File: src/design/kch_pkg.sv
// Shared types and constants for the k-mer count histogram.
package kch_pkg;

   typedef enum logic {
      OP_PUSH  = 1'b0,
      OP_QUERY = 1'b1
   } opcode_type;

   typedef struct packed {
      opcode_type  opcode;
      logic [7:0]  read_char;
      logic        read_start;
      logic [15:0] query_index;
   } req_type;

   typedef struct packed {
      logic [15:0] kmer_index;
      logic [31:0] count_value;
   } rsp_type;

   localparam int unsigned POS_BITS   = 6;
   localparam int unsigned POS_MAX    = 63;
   localparam int unsigned SKIP_CHARS = 2;

   localparam logic [7:0] CHAR_ZERO  = 8'h30;
   localparam logic [7:0] CHAR_THREE = 8'h33;

endpackage

File: src/design/kch_window.sv
// Read-side front end: character decode, position tracking and rolling k-mer window.
module kch_window
   import kch_pkg::*;
#(
   parameter int unsigned KMER_LEN = 8,
   parameter int unsigned READ_LEN = 50
) (
   input  logic                    clock,
   input  logic                    reset,
   input  logic                    push,
   input  logic [7:0]              read_char,
   input  logic                    read_start,
   output logic [2*KMER_LEN-1:0]   window_next,
   output logic                    count_en
);

   localparam int unsigned WIN_BITS  = 2 * KMER_LEN;
   localparam int unsigned FIRST_POS = SKIP_CHARS + KMER_LEN - 1;
   localparam int unsigned END_POS   = SKIP_CHARS + READ_LEN - 1;

   logic [WIN_BITS-1:0] window_ff, window_in, window_base;
   logic [POS_BITS-1:0] pos_ff, pos_in, pos_cur;
   logic [1:0]          last_ff, last_in, last_cur, code;
   logic                base_ok;

   always_comb begin
      pos_cur     = read_start ? '0 : pos_ff;
      last_cur    = read_start ? 2'd0 : last_ff;
      window_base = read_start ? '0 : window_ff;

      if (read_char >= CHAR_ZERO && read_char <= CHAR_THREE) begin
         code = read_char[1:0];
      end else begin
         code = last_cur;
      end

      base_ok     = (pos_cur >= POS_BITS'(SKIP_CHARS));
      window_next = (window_base >> 2) | (WIN_BITS'(code) << (WIN_BITS - 2));
      count_en    = ({1'b0, pos_cur} >= 7'(FIRST_POS)) && ({1'b0, pos_cur} < 7'(END_POS));

      pos_in    = (pos_cur < POS_BITS'(POS_MAX)) ? pos_cur + 1'b1 : pos_cur;
      last_in   = base_ok ? code : last_cur;
      window_in = base_ok ? window_next : window_base;
   end

   always_ff @(posedge clock) begin
      if (reset) begin
         window_ff <= '0;
         pos_ff    <= '0;
         last_ff   <= '0;
      end else if (push) begin
         window_ff <= window_in;
         pos_ff    <= pos_in;
         last_ff   <= last_in;
      end
   end

endmodule

File: config.mk
export PLATFORM = sky130hd
export DESIGN_NAME = kch_window
export DESIGN_NICKNAME = d
export VERILOG_FILES = /design/src/design/kch_pkg.sv /design/src/design/kch_window.sv
export SDC_FILE = /design/constraint.sdc
export NUM_CORES = 1
export LEC_CHECK = 0
export BUFFER_PORTS_ARGS = -buffer_cell sky130_fd_sc_hd__buf_4
export CAP_MARGIN = 20
export CORE_ASPECT_RATIO = 0.7
export CORE_MARGIN = 10
export CORE_UTILIZATION = 45
export CTS_CLUSTER_SIZE = 16
export DETAILED_ROUTE_END_ITERATION = 10
export PLACE_DENSITY = 0.76
export SYNTH_ARGS = -nofsm -noshare
export SYNTH_HDL_FRONTEND = slang
export SYNTH_SLANG_ARGS = --single-unit
File: constraint.sdc
create_clock -name clock -period 6.4 [get_ports clock]
set_clock_uncertainty 0.2 [all_clocks]
set_input_delay 0.64 -clock clock [delete_from_list [all_inputs] [get_ports clock]]
set_output_delay 0.64 -clock clock [all_outputs]
set_load 0.01 [all_outputs]
After elaboration in Yosys (flattened, before gate mapping). Cells that the tools add are included.

Flip-flop bits (word level): 22. Word-level logic and storage cells: 20.

Add/sub/neg operators: 1. $lt $le $gt $ge: 6. Mux-type cells: 7. Bitwise operators: 1. Reductions and logical operators: 2.

Operators with widths (number): 16-bit two-way mux (2); 14-bit by 16-bit OR with 16-bit output (1); 6-bit < comparator, second input constant (2); 6-bit two-way mux (2); 8-bit by 6-bit >= comparator with 1-bit output, second input constant (1); 8-bit by 6-bit <= comparator with 1-bit output, second input constant (1); 6-bit by 1-bit adder with 6-bit output, second input constant (1); 6-bit by 2-bit >= comparator with 1-bit output, second input constant (1); 6-bit by 4-bit >= comparator with 1-bit output, second input constant (1); 2-bit two-way mux (3); 1-bit logical AND (2).

Logic depth before layout (Yosys ltp).
Word-level depth: 5. Mapped depth: 10. Mapped depth without buffers: 7.

Worst setup path before layout. No wires, ideal clock.

Kind: input to output. Start point: input port read_start. End point: output port count_en. Arrival time: 2214 ps. Required time: 5560 ps. Path slack: 3346 ps. Stages: 7. Path buffers: 2. Path through: clkbuf_1 -> clkbuf_1 -> nand2b_1 -> inv_1 -> ha_1 -> o311a_1 -> nor3_1.

Word-level cells in the longest chain between the ends: 3.

Ends and longest elaborated chain: from (decl) (RTL line kch_window.sv:12) `input logic read_start,`; 6-bit two-way mux * (RTL line kch_window.sv:27) `pos_cur = read_start ? '0 : pos_ff;`; 6-bit by 4-bit >= comparator with 1-bit output or 6-bit < comparator (tied branches) (RTL line kch_window.sv:39) `count_en = ({1'b0, pos_cur} >= 7'(FIRST_POS)) && ({1'b0, pos_cur} < 7'(END_POS));`; 1-bit logical AND * (RTL line kch_window.sv:39); to (decl) (RTL line kch_window.sv:14) `output logic count_en`.

Every way passes the cells marked *; elsewhere a longest branch is shown, timed or not.

Final worst setup path. Ends and elaborated chain as after synthesis.

==> metrics <==
Pleak=0.000615 uW; worst endpoint data arrival time=2.09 ns; Layout Area Growth over Synthesis=20.8%; Reg area=440 um2; Die Wd=80.3 um; Std-Cell Rows=15; Final ANT Viol Nets=0; Clock Root Buffer=clkbuf_4; Post-CTS Setup Inserts=0; Initial Util=0.469; die height=62.2 um; CTS Hold Bufs=0; Post-Synthesis Cell Area=1140 um2; Synth Register Bits=22; mean area per synthesized cell=9.69 um2; Min-Delay Path Depth=1; Final Hold Viols=0; initial antenna violation count=0; critical-path maximum fanout=30; Final period util=0.457; critical path capture point type=output port; GR Util All Layers=0.0988; Antenna diodes=0; fmax=0.342 GHz; Sink Count=22; port buffer count=28; CTS tree=built; Multi-input gate area=637 um2; largest net degree at the start of global routing=31; Net Count, Synth=134; top post-synthesis cells by area=dfxtp_1 (39%), nor2b_1 (9.3%), a22o_1 (7.7%), ha_1 (4.4%), mux2i_1 (4.4%); Tmin final=2.93 ns; Slew @ Worst Pin=1.02 ns; post-cts sizing count=0; Post-Synthesis Cells=118; share of flip-flops with an asynchronous set or reset=0; final setup violation count=0; DR WL/cell=13.7 um; max_slew headroom=0.320; die area=4990 um2; DP Wirelength=1.80 mm; num ports=29; Ys Warns=0; unrepaired setup endpoints after global routing=false; number of global-route vias before repair=894; layout cells sized above 1=0.275; Clock Latency Late Sink=0.30 ns; Primary FF master, synth=dfxtp_1; initial drt markers=114; overall routed net length=2.41 mm; H-tree depth=1; # DRC=0; Reg2Reg Depth=7; vias per cell=5.34; Max Cap Violations=0; Worst EP required=5.56 ns; Final nets=159; Tot Pwr=236 uW; CORE AREA=2440 um2; Post-synth EDFFs=0; Clock Path Buffers=2; grt ovf=0; Post-Layout Cell Count=176; routability cong.=0.730; fill cell count=228; Min-Delay Path Class=reg -> reg; setup TNS=0 ns; global-route wire length before repair=4.11 mm; post-synth top area share=0.385; Seq/Total Area, Yosys=0.385; via count=939; area leader, netlist=dfxtp_1; crit start category=input port; crit path kind=in -> out; status=completed; synth unique cells=35; TritonCTS buffer count=3; fin. max-slew vios=0; pwr dens=171 nW/um2; clock slew at reported path FFs=0.12 ns; Placed Instances=172; Detailed Routing Iterations Pass 1=4; Worst VDD drop=0.128 mV
-- cells in the final DEF, fill, tap and decap left out, types with 2 or more instances in the layout --
| master | instances |
|---|---|
| clkbuf_4 | 3 |
| o21ai_0 | 2 |
| mux2i_1 | 5 |
| a22o_2 | 2 |
| inv_1 | 4 |
| dfxtp_1 | 22 |
| a21oi_1 | 3 |
| nand2b_1 | 2 |
| nor2_1 | 8 |
| nor2b_1 | 17 |
| a211oi_1 | 2 |
| nor3_1 | 4 |
| ha_1 | 4 |
| a22o_1 | 10 |
| nand2_1 | 4 |
| o21a_1 | 2 |
| o2bb2ai_1 | 4 |
| buf_4 | 28 |
-- final cells by class --
| cell class | count | share of cell area |
|---|---|---|
| Multi-Input combinational cell | 84 | 0.461 |
| Sequential cell | 22 | 0.319 |
| Timing Repair Buffer | 28 | 0.152 |
| Tap cell | 34 | 0.0308 |
| Clock buffer | 4 | 0.0263 |
| Inverter | 4 | 0.0109 |
-- worst paths after layout --
kind / slack (ns) / start / end
hold reg to reg: 0.28 / last_ff[1] / last_ff[1]
setup / recovery: 3.47 / read_start / count_en
hold / removal: 0.28 / last_ff[1] / last_ff[1]
setup reg to reg: 4.03 / pos_ff[1] / window_ff[8]
-- cell usage after synthesis, types with 2 or more instances --
library cell,n
a22o_2,2
o21ai_0,2
mux2i_1,5
nand2b_1,2
nor2b_1,17
inv_1,4
nor2_1,8
ha_1,4
a22o_1,10
buf_6,2
a21oi_1,3
o2bb2ai_1,4
nor3_1,4
dfxtp_1,22
nand2_1,4
clkbuf_1,4
o21a_1,2
a211oi_1,2
-- per-stage QoR --
| step | setup WS (ns) | cell area, um2 | hold WS [ns] | util |
|---|---|---|---|---|
| 3_3_place_gp | 3.52 | 1350 | 0.238 | 0.551 |
| 5_1_grt | 3.35 | 1380 | 0.301 | 0.566 |
| 6_report | 3.47 | 1380 | 0.282 | 0.566 |
| 4_1_cts | 3.48 | 1380 | 0.282 | 0.566 |
| 3_5_place_dp | 3.49 | 1350 | 0.250 | 0.551 |
| 2_1_floorplan | 3.35 | 1140 | 0.225 | - |
-- worst max-delay path, stage by stage --
cell and delay [ns]:
buf_4 0.27, nand2b_1 0.23, inv_1 0.09, ha_1 0.24, o311a_1 0.30, nor3_1 0.16, buf_4 0.16
-- where the power goes --
group,switching (uW),internal [uW]
clock network,41.2,34.7
logic,12.3,9.56
registers,0.801,138
total,54.3,182
-- logic make-up after synthesis --
group                      share of synthesized area
muxes                                         0.0438
DFF                                            0.385
buffers and inverters                         0.0634
adders and majority gates                     0.0438
and+or+nand+nor                                0.232
AOI/OAI and AO/OA                              0.232
-- per-layer routing --
metal,global-route usage,share of wire,routed length [um]
met5,0,0,0
met4,0.0263,0.012,29
met3,0.0503,0.077,186
met2,0.147,0.45,1090
met1,0.121,0.46,1110
-- registers in the layout, summed over array words and instances, names as in the netlist --
register,cells
window_ff,14
pos_ff,6
last_ff,2
Power figures use the tool's default switching activity.
